**config.mk**
```make
export PLATFORM = sky130hd
export DESIGN_NAME = rbch_ctrl
export DESIGN_NICKNAME = d
export VERILOG_FILES = /design/src/design/rbch_pkg.sv /design/src/design/rbch_ctrl.sv
export SDC_FILE = /design/constraint.sdc
export NUM_CORES = 1
export LEC_CHECK = 0
export BUFFER_PORTS_ARGS = -buffer_cell sky130_fd_sc_hd__buf_2
export CAP_MARGIN = 30
export CORE_AREA = 4 4 45 47
export CTS_CLUSTER_SIZE = 20
export DETAILED_ROUTE_END_ITERATION = 7
export DIE_AREA = 0 0 49 51
export GPL_TIMING_DRIVEN = 0
export PLACE_DENSITY = 0.7
export SETUP_SLACK_MARGIN = 0.02
export SYNTH_ARGS = -nofsm -noshare
export SYNTH_HDL_FRONTEND = slang
export SYNTH_SLANG_ARGS = --single-unit
```
**constraint.sdc**
```tcl
create_clock -name clk -period 3 [get_ports clk]
set_input_delay 0 -clock clk [delete_from_list [all_inputs] [get_ports clk]]
set_output_delay 0 -clock clk [all_outputs]
set_load 0.005 [all_outputs]
```
**src/design/rbch_pkg.sv**
```systemverilog
// Shared types, codes and constants for the ray versus box closest-hit block.
`timescale 1ns / 1ps
package rbch_pkg;

  localparam logic ACT_LOAD = 1'b0;
  localparam logic ACT_CAST = 1'b1;

  localparam logic CFG_BOX_COUNT = 1'b0;
  localparam logic CFG_FACE_TOL  = 1'b1;

  localparam logic [2:0] NRM_NONE  = 3'd0;
  localparam logic [2:0] NRM_POS_X = 3'd1;
  localparam logic [2:0] NRM_NEG_X = 3'd2;
  localparam logic [2:0] NRM_POS_Y = 3'd3;
  localparam logic [2:0] NRM_NEG_Y = 3'd4;
  localparam logic [2:0] NRM_POS_Z = 3'd5;
  localparam logic [2:0] NRM_NEG_Z = 3'd6;

  localparam logic [9:0] HITS_MAX = 10'd1023;
  localparam logic signed [31:0] Q_MAX = 32'sh7FFF_FFFF;
  localparam logic signed [31:0] Q_MIN = 32'sh8000_0000;

  // numerator magnitude bits of (bound - origin) * 2^16
  localparam int DIV_NUM_W = 49;
  localparam logic [5:0] DIV_STEPS = 6'd49;

  typedef struct packed {
    logic               action;
    logic [5:0]         box_index;
    logic [15:0]        material_index;
    logic signed [31:0] lo_or_origin_x;
    logic signed [31:0] lo_or_origin_y;
    logic signed [31:0] lo_or_origin_z;
    logic signed [31:0] hi_or_direction_x;
    logic signed [31:0] hi_or_direction_y;
    logic signed [31:0] hi_or_direction_z;
    logic [9:0]         prior_hits;
    logic [30:0]        prior_distance;
  } in_item_t;

  typedef struct packed {
    logic [9:0]         hit_count;
    logic               closer_found;
    logic [30:0]        hit_distance;
    logic signed [31:0] hit_point_x;
    logic signed [31:0] hit_point_y;
    logic signed [31:0] hit_point_z;
    logic [2:0]         normal_code;
    logic [15:0]        hit_material;
    logic [5:0]         hit_box;
  } out_item_t;

  typedef struct packed {
    logic signed [31:0] min_x;
    logic signed [31:0] min_y;
    logic signed [31:0] min_z;
    logic signed [31:0] max_x;
    logic signed [31:0] max_y;
    logic signed [31:0] max_z;
    logic [15:0]        mat;
  } box_t;

  typedef enum logic [3:0] {
    ST_IDLE, ST_CHECK, ST_READ, ST_DIV, ST_DWAIT, ST_MERGE,
    ST_EVAL, ST_MUL, ST_PNT, ST_NRM, ST_NEXT, ST_DONE
  } state_t;

  typedef struct packed {
    logic       accept;
    logic       load_ray;
    logic       mem_rd;
    logic       div_start;
    logic       div_store;
    logic       merge;
    logic       eval;
    logic       mul;
    logic       pnt;
    logic       nrm;
    logic       next_box;
    logic       emit;
    logic [2:0] sel;
  } cmd_t;

  typedef struct packed {
    logic last;
    logic div_done;
    logic closer;
    logic out_free;
  } sts_t;

endpackage

```
**src/design/rbch_ctrl.sv**
```systemverilog
// Controller: sequences the box walk, the six slab divisions and the hit update.
`timescale 1ns / 1ps
module rbch_ctrl
  import rbch_pkg::*;
(
  input  logic clk,
  input  logic rst_n,
  input  logic in_valid,
  input  logic in_action,
  output logic in_ready,
  input  sts_t sts,
  output cmd_t cmd
);

  state_t     state_r, state_nxt;
  logic [2:0] sel_r, sel_nxt;

  always_comb begin
    state_nxt = state_r;
    sel_nxt   = sel_r;
    case (state_r)
      ST_IDLE: begin
        if (in_valid && (in_action == ACT_CAST)) state_nxt = ST_CHECK;
      end
      ST_CHECK: state_nxt = sts.last ? ST_DONE : ST_READ;
      ST_READ: begin
        sel_nxt   = 3'd0;
        state_nxt = ST_DIV;
      end
      ST_DIV:  state_nxt = ST_DWAIT;
      ST_DWAIT: begin
        if (sts.div_done) begin
          if (sel_r[0]) begin
            state_nxt = ST_MERGE;
          end else begin
            sel_nxt   = sel_r + 3'd1;
            state_nxt = ST_DIV;
          end
        end
      end
      ST_MERGE: begin
        if (sel_r == 3'd5) begin
          state_nxt = ST_EVAL;
        end else begin
          sel_nxt   = sel_r + 3'd1;
          state_nxt = ST_DIV;
        end
      end
      ST_EVAL: state_nxt = sts.closer ? ST_MUL : ST_NEXT;
      ST_MUL:  state_nxt = ST_PNT;
      ST_PNT:  state_nxt = ST_NRM;
      ST_NRM:  state_nxt = ST_NEXT;
      ST_NEXT: state_nxt = ST_CHECK;
      ST_DONE: begin
        if (sts.out_free) state_nxt = ST_IDLE;
      end
      default: state_nxt = ST_IDLE;
    endcase
  end

  always_comb begin
    cmd           = '0;
    cmd.sel       = sel_r;
    in_ready      = 1'b0;
    case (state_r)
      ST_IDLE: begin
        in_ready     = 1'b1;
        cmd.accept   = 1'b1;
        cmd.load_ray = in_valid && (in_action == ACT_CAST);
      end
      ST_READ:  cmd.mem_rd    = 1'b1;
      ST_DIV:   cmd.div_start = 1'b1;
      ST_DWAIT: cmd.div_store = sts.div_done;
      ST_MERGE: cmd.merge     = 1'b1;
      ST_EVAL:  cmd.eval      = 1'b1;
      ST_MUL:   cmd.mul       = 1'b1;
      ST_PNT:   cmd.pnt       = 1'b1;
      ST_NRM:   cmd.nrm       = 1'b1;
      ST_NEXT:  cmd.next_box  = 1'b1;
      ST_DONE:  cmd.emit      = sts.out_free;
      default:  cmd.sel       = sel_r;
    endcase
  end

  always_ff @(posedge clk) begin
    if (!rst_n) begin
      state_r <= ST_IDLE;
      sel_r   <= 3'd0;
    end else begin
      state_r <= state_nxt;
      sel_r   <= sel_nxt;
    end
  end

endmodule

```
### After elaboration in Yosys (flattened, before gate mapping)

Index checks and enable logic that the tools add are counted.

* output and inout port bits: 16
* flip-flop bits (word level): 7
* input bits: 8
* word-level logic and storage cells: 51

* mux-type cells: 24
* equality and inequality tests: 17
* reduce and logical (&&, ||, !) cells: 6
* add/sub/neg operators: 1

Operators with widths (number)
* 4-bit case mux with 12 select lines: 1
* 4-bit 2-to-1 mux: 5
* 4-bit by 3-bit equality test with 1-bit output (second input constant): 4
* 4-bit equality test (second input constant): 4
* 3-bit 2-to-1 mux: 5
* 1-bit 2-to-1 mux: 11
* 2-bit inequality test (second input constant): 5
* 3-bit case mux with 3 select lines: 1
* 4-bit by 2-bit equality test with 1-bit output (second input constant): 2
* 3-bit AND reduction: 2
* 4-bit by 1-bit equality test with 1-bit output (second input constant): 1
* 4-bit logical NOT: 1
* 4-bit AND reduction: 1
* 3-bit by 1-bit adder with 3-bit output (second input constant): 1
* 3-bit equality test (second input constant): 1
* 3-bit nonzero test: 1
* 2-bit 2-to-1 mux: 1
* 1-bit logical AND: 1

### Depth between registers and ports, before layout

Gate-level depths: netlist of run 1.

* word-level depth: 4
* mapped depth: 6
* gate-level depth less buffers: 6

### Worst setup path before layout of run 1

Ideal clock, no wire load.

* path type: reg2reg
* start point: register sel_r[1]
* end point: register sel_r[1]
* cell stages (with the launch flop): 7
* required time: 2.928 ns
* setup slack: 1.739 ns
* clock period less this slack: 1.261 ns
* buffers on the path: 0
* arrival: 1.189 ns
* cells stage by stage: dfxtp_1 inv_1 ha_1 nand2_1 a32oi_1 a21oi_1 mux2i_1

* cells in the longest elaborated chain, start to end: 4
* elaborated cells on any way between the ends: 8

Ends and longest elaborated chain
* from (decl): RTL line rbch_ctrl.sv:16 `logic [2:0] sel_r, sel_nxt;`
* from (signal assigned): RTL line rbch_ctrl.sv:91 `sel_r <= sel_nxt;`
* 3-bit by 1-bit adder with 3-bit output: RTL line rbch_ctrl.sv:36, rbch_ctrl.sv:45
* 3-bit 2-to-1 mux: RTL line rbch_ctrl.sv:33 `if (sel_r[0]) begin`
* 3-bit 2-to-1 mux: RTL line rbch_ctrl.sv:32 `if (sts.div_done) begin`
* 3-bit case mux with 3 select lines: RTL line rbch_ctrl.sv:21 `case (state_r)`

Parallel ways exist; a longest one is shown, timed or not. The select of a mux whose other input is x is not followed.
A chain may end at the register's enable or synchronous reset.

### Worst setup path after layout of run 1

Same ends and word-level chain as after synthesis.

==> results of run 1 <==
-- sequential cells by signal, indices dropped and copies added (netlist names) --
| register | count |
|---|---|
| state_r | 4 |
| sel_r | 3 |
-- critical path, stage by stage (launching register included) --
cell and delay (ps):
dfxtp_1 400, inv_1 70, ha_1 170, nand2_1 110, a32oi_1 160, a21oi_1 260, mux2i_1 200
-- layout make-up --
| type | count | area, µm² |
|---|---|---|
| fill | 151 | 795 |
| multi-input combinational | 75 | 488 |
| sequential | 7 | 140 |
| timing repair buffer | 22 | 110 |
| buffer | 8 | 56.3 |
| clock buffer | 4 | 26.3 |
| tap | 17 | 21.3 |
| inverter | 4 | 15.0 |
-- through the flow --
| step | area [µm²] | total power [mW] |
|---|---|---|
| 2_1_floorplan | 699 | 0.422 |
| 3_3_place_gp | 831 | 0.518 |
| 3_5_place_dp | 831 | 0.522 |
| 4_1_cts | 857 | 0.609 |
| 5_1_grt | 857 | 0.673 |
| 6_report | 857 | 0.607 |
-- per-layer routing --
metal / part of all wire (%) / global-route usage [%] / vias to the layer above
met3: 4.6 / 4.66 / 4
met5: 0 / 0 / -
met2: 49 / 24.6 / 14
li1: - / - / 381
met4: 1.6 / 6.28 / 0
met1: 45 / 16.7 / 337
-- power breakdown --
part           switching, mW  total [mW]  leakage (nW)  internal [mW]
clock network         0.0376      0.0885        0.0150         0.0509
registers             0.0300       0.143        0.0569          0.113
logic                  0.203       0.375         0.344          0.172
total                  0.270       0.607         0.416          0.336
-- how the worst max path moves through the flow --
stage                    end  cells after the start  startpoint
finish              sel_r[1]                      6    sel_r[1]
CTS                 sel_r[1]                      6    sel_r[1]
global placement    sel_r[1]                      6    sel_r[1]
floorplan           sel_r[1]                      6    sel_r[1]
global route        sel_r[2]                      5    sel_r[0]
detailed placement  sel_r[1]                      6    sel_r[1]
-- cells in the mapped netlist, types with 4 or more instances --
cell type | count | area share (%)
nor3_1 | 5 | 3.6
nor2b_1 | 4 | 3.6
nor2_1 | 11 | 5.9
buf_4 | 4 | 4.3
dfxtp_1 | 7 | 20
nand2b_1 | 4 | 3.6
a21oi_1 | 5 | 3.6
nand2_1 | 9 | 4.8
inv_1 | 4 | 2.1
-- cell families (layout without fill, tap and decap cells) --
kind of cell	Yosys count	count (layout)	synth area share [%]
adder cells (fa/ha/maj)	3	3	5.37
multiplexers	1	1	1.43
flip-flops	7	7	20.0
AO/OA/AOI/OAI	24	24	23.4
AND/OR/NAND/NOR	46	46	38.3
buffers and inverters	12	38	10.2
XOR/XNOR	1	1	1.25
-- cells in the final DEF, fill, tap and decap left out, types with 2 or more instances in the layout --
cell type	instances
inv_1	4
o21a_1	2
nor2_1	11
a21oi_1	5
ha_1	3
buf_4	4
buf_2	25
nand2b_1	4
clkbuf_4	3
a31oi_1	2
o22ai_1	2
dfxtp_1	7
nand2_1	9
a211oi_1	2
nor3_1	5
o21ai_0	3
nand3_1	2
and3_1	3
nor2b_1	4
==> impl_metrics.json, run 1 <==
{
  "status": "completed",
  "drtPass1Iterations": 4,
  "seq_area_frac_synth_pct": 20.0,
  "drc_errors": 0,
  "initial_core_util_pct": 42.3,
  "whs_ps": 63.2,
  "placed_cells": 133,
  "final_cells": 137,
  "die_area_um2": 2500,
  "worstPathRequired_ps": 3190,
  "cts_made_buffers": 3,
  "post_cts_buffers": 0,
  "cts_sinks": 7,
  "hold_path_depth": 2,
  "synth-edff-count": 0,
  "utilization_pct": 51.9,
  "synthArstFlopShare_pct": 0,
  "grt_max_degree": 11,
  "postRouteAntennaNets": 0,
  "grt_overflow": 0,
  "min_path_type": "in -> reg",
  "post_cts_resized": 0,
  "p_leak_nw": 0.416,
  "antenna_cells": 0,
  "cap_violations": 0,
  "wl_um": 1680,
  "worstSkewPairLatency_ps": 260,
  "grt_pass1_vias": 687,
  "cts_tree": "yes",
  "core_area_um2": 1650,
  "tightest_slew_ps": 390,
  "r2r_cells": 6,
  "hold_end": "state_r[2]",
  "cp_max_fo": 5,
  "drive_gt1_share_pct": 31.7,
  "ctsHoldBuffers": 0,
  "die_h_um": 51,
  "min-delay-start": "rst_n",
  "post-place-ws_ps": 1580,
  "port_buffers": 22,
  "synth_ff_type": "dfxtp_1",
  "min_period_ps": 1440,
  "setup_viol": 0,
  "fin_skew_ps": 3.41,
  "wl_per_cell_um": 12.3,
  "yosysWarnings": 0,
  "hold_violations": 0,
  "setup_tns_ps": 0,
  "rr_endpoint": "sel_r[1]",
  "critPathLaunchType": "flop",
  "cts_root_buf": "clkbuf_4",
  "ys_types": 37,
  "die_x_um": 49,
  "cts_buffer_depth": 2,
  "grt_pass1_wl_um": 2900,
  "antenna_found_initial": 0,
  "finalWeightedCongestion": 0.811,
  "ios": 24,
  "reg2reg_slack_ps": 1560,
  "max_freq_mhz": 696,
  "synth_area_um2": 699,
  "crit_path_end_kind": "flop",
  "grt.total_usage_pct": 14.5,
  "fin_crit_sh_pct": 47.9,
  "synthToLayoutAreaGrowth_pct": 22.5,
  "rsz0062_at_grt": "false",
  "vdd_drop_max_uv": 429,
  "critPathArrivalTime_ps": 1630,
  "crit_type": "reg -> reg",
  "final_nets": 132,
  "avgViaCountPerCell": 5.37,
  "path_clk_slew_ps": 60,
  "setup_slack_ps": 1560,
  "synthCells": 94,
  "ys_seq_elements": 7,
  "htree_levels": 1,
  "synth.net_count": 105,
  "slew_viol_final": 0,
  "relSlewSlack_pct": 73.9,
  "dp_hpwl_um": 1320,
  "rows": 15,
  "power_density_nw_per_um2": 708,
  "syn_avg_cell_area_um2": 7.44,
  "r2r_start": "sel_r[1]",
  "vias": 736,
  "drt_iter0_drc": 17
}
(Power assumes the default switching activity.)
==> inputs of run 2 (changes only) <==
- ABC_AREA: not set -> 1
- CORE_AREA: 4 4 45 47 -> 4 4 43 45
- DIE_AREA: 0 0 49 51 -> 0 0 47 49
- PLACE_DENSITY: 0.7 -> 0.71
- clock period: 3 -> 1.5 ns (I/O delays scaled with it)
==> run 2 against run 1 <==
Power increased by 1.4%. Register-to-register slack got worse by 1500 ps. Flip-flop and latch count unchanged. Highest routed layer unchanged. Area after synthesis decreased by 9.7%. Largest power group is now registers.
==> impl_metrics.json, run 2 <==
{
  "relSlewSlack_pct": 81.3,
  "grt_overflow": 0,
  "synth_area_leaders": "dfxtp_1 22%, nand2_1 13%, inv_1 11%, nor2_1 8.3%, ha_1 5.9%",
  "grt_pass1_wl_um": 2510,
  "pwr-share-seq_pct": 36.6,
  "yosysWarnings": 0,
  "comb_power_share_pct": 35.4,
  "synth_top_area_share_pct": 22.2,
  "synthArstFlopShare_pct": 0,
  "ys_seq_elements": 7,
  "fillers": 161,
  "worstSkewPairLatency_ps": 250,
  "grt_pass1_vias": 603,
  "initial_core_util_pct": 42.9,
  "grt.total_usage_pct": 14.3,
  "status": "completed",
  "final_cell_mix": "23 x buf_2, 22 x nand2_1, 17 x inv_1",
  "p_leak_nw": 0.442,
  "htree_levels": 1,
  "core_area_um2": 1470,
  "worstPathRequired_ps": 1640,
  "tightest_slew_ps": 279,
  "finalWeightedCongestion": 0.883,
  "ys_types": 22,
  "die_h_um": 49,
  "cap_violations": 0,
  "yosys.area.top_type": "dfxtp_1",
  "synthToLayoutAreaGrowth_pct": 26.9,
  "syn_avg_cell_area_um2": 6.02,
  "min_path_type": "in -> reg",
  "port_buffers": 23,
  "cts_made_buffers": 3,
  "whs_ps": 10.7,
  "rsz0062_at_grt": "true",
  "ios": 24,
  "rows": 14,
  "synthCells": 105,
  "cts_tree": "yes",
  "crit_path_end_kind": "flop",
  "regMostFlops": "state_r",
  "synth-edff-count": 0,
  "cts_buffer_depth": 2,
  "post_cts_buffers": 0,
  "setup_tns_ps": 0,
  "wl_per_cell_um": 10.5,
  "synth.net_count": 116,
  "critPathArrivalTime_ps": 1550,
  "min_period_ps": 1410,
  "fin_crit_sh_pct": 94.2,
  "final_nets": 144,
  "seq_area_frac_synth_pct": 22.2,
  "cts_sinks": 7,
  "drt_iter0_drc": 26,
  "setup_viol": 0,
  "critPathLaunchType": "flop",
  "vdd_drop_max_uv": 476,
  "intPower_mw": 0.390,
  "dp_hpwl_um": 1250,
  "die_area_um2": 2300,
  "synthTopCellsByCount": "22 x nand2_1, 18 x inv_1, 14 x nor2_1, 7 x dfxtp_1, 7 x nand3_1",
  "die_x_um": 47,
  "hold_violations": 0,
  "drc_errors": 0,
  "drtPass1Iterations": 5,
  "design_area_um2": 802,
  "path_clk_slew_ps": 50,
  "synth_area_um2": 632,
  "power_density_nw_per_um2": 767,
  "max_freq_mhz": 708,
  "cts_root_buf": "clkbuf_4",
  "postRouteAntennaNets": 0,
  "slew_viol_final": 0,
  "pwr-share-clk_pct": 28.0,
  "avgViaCountPerCell": 4.93,
  "vias": 730,
  "crit_type": "reg -> reg",
  "yosysMostFrequentCell": "nand2_1",
  "cp_max_fo": 7,
  "p_switching_mw": 0.225,
  "top_regs": "state_r: 4 flops, sel_r: 3 flops",
  "finalPower_mw": 0.615,
  "antenna_cells": 0,
  "synth_ff_type": "dfxtp_1",
  "drive_gt1_share_pct": 33.3,
  "fin_skew_ps": 5.22,
  "dpl_cell_area_um2": 767,
  "wl_um": 1550,
  "layout_commonest_cell": "buf_2",
  "grt_max_degree": 9,
  "antenna_found_initial": 0,
  "largest_reg_flops": 4,
  "p_sw_share_pct": 36.6
}
## run 2: metal layers
layer	up-vias	share of wire (%)	global-route usage [%]	wire, µm
met5	-	0	0	0
met4	0	0.84	5.53	13
met3	2	7.0	2.21	109
met2	24	48	20.6	741
met1	317	44	20.9	683
li1	387	-	-	-
## run 2: what timing repair did
action / CTS / global route
gates resized for setup: 1 / 3
hold endpoints to repair: 0 / 0
hold buffers: 0 / 0
endpoints found under the setup margin: 1 / 3
## run 2: path summary, 6_finish.rpt
| path | startpoint | endpoint | slack (ps) | cells after the start |
|---|---|---|---|---|
| setup / recovery | sel_r[0] | sel_r[1] | 90 | 7 |
| hold / removal | rst_n | state_r[1] | 10 | 3 |
| setup reg to reg | sel_r[0] | sel_r[1] | 90 | 7 |
| hold reg to reg | sel_r[2] | sel_r[2] | 550 | 4 |
## run 2: cell type report
| class | count | area [µm²] | area share (%) |
|---|---|---|---|
| buffer | 2 | 18.8 | 2.34 |
| clock buffer | 4 | 26.3 | 3.28 |
| inverter | 20 | 75.1 | 9.36 |
| multi-input combinational | 76 | 407 | 50.7 |
| sequential | 7 | 140 | 17.5 |
| tap | 16 | 20.0 | 2.50 |
| timing repair buffer | 23 | 115 | 14.4 |
## run 2: kinds of logic (layout without fill, tap and decap cells)
family          count (synthesis)  after routing  share of synthesized area, %
flops                           7              7                          22.2
fa+ha+maj                       3              3                          5.94
simple gates                   60             60                          45.9
buf+inv                        22             49                          14.9
compound gates                 13             13                          11.1
## run 2: worst max-delay path, stage by stage (launching register included)
cell and delay, ps:
dfxtp_1 460, ha_1 190, nand2_1 70, nand3b_1 220
nand2_2 140, nor2_4 50, o21ai_0 140, nor2_1 50
## run 2: power by group through the flow
stage	logic (mW)	registers (mW)	clock network (mW)
final	0.218	0.225	0.172
after global routing	0.246	0.228	0.194
after CTS	0.217	0.222	0.179
after detailed placement	0.214	0.226	0
after global placement	0.212	0.225	0
after floorplan	0.146	0.222	0
## run 2: through the flow
stage | instances | util, % | setup slack (ps)
floorplan | 105 | - | 231
detailed placement | 144 | 52.1 | 114
global route | 148 | 54.5 | 0.707
CTS | 148 | 54.1 | 86.7
global placement | 144 | 52.1 | 98.3
finish | 148 | 54.5 | 87.4
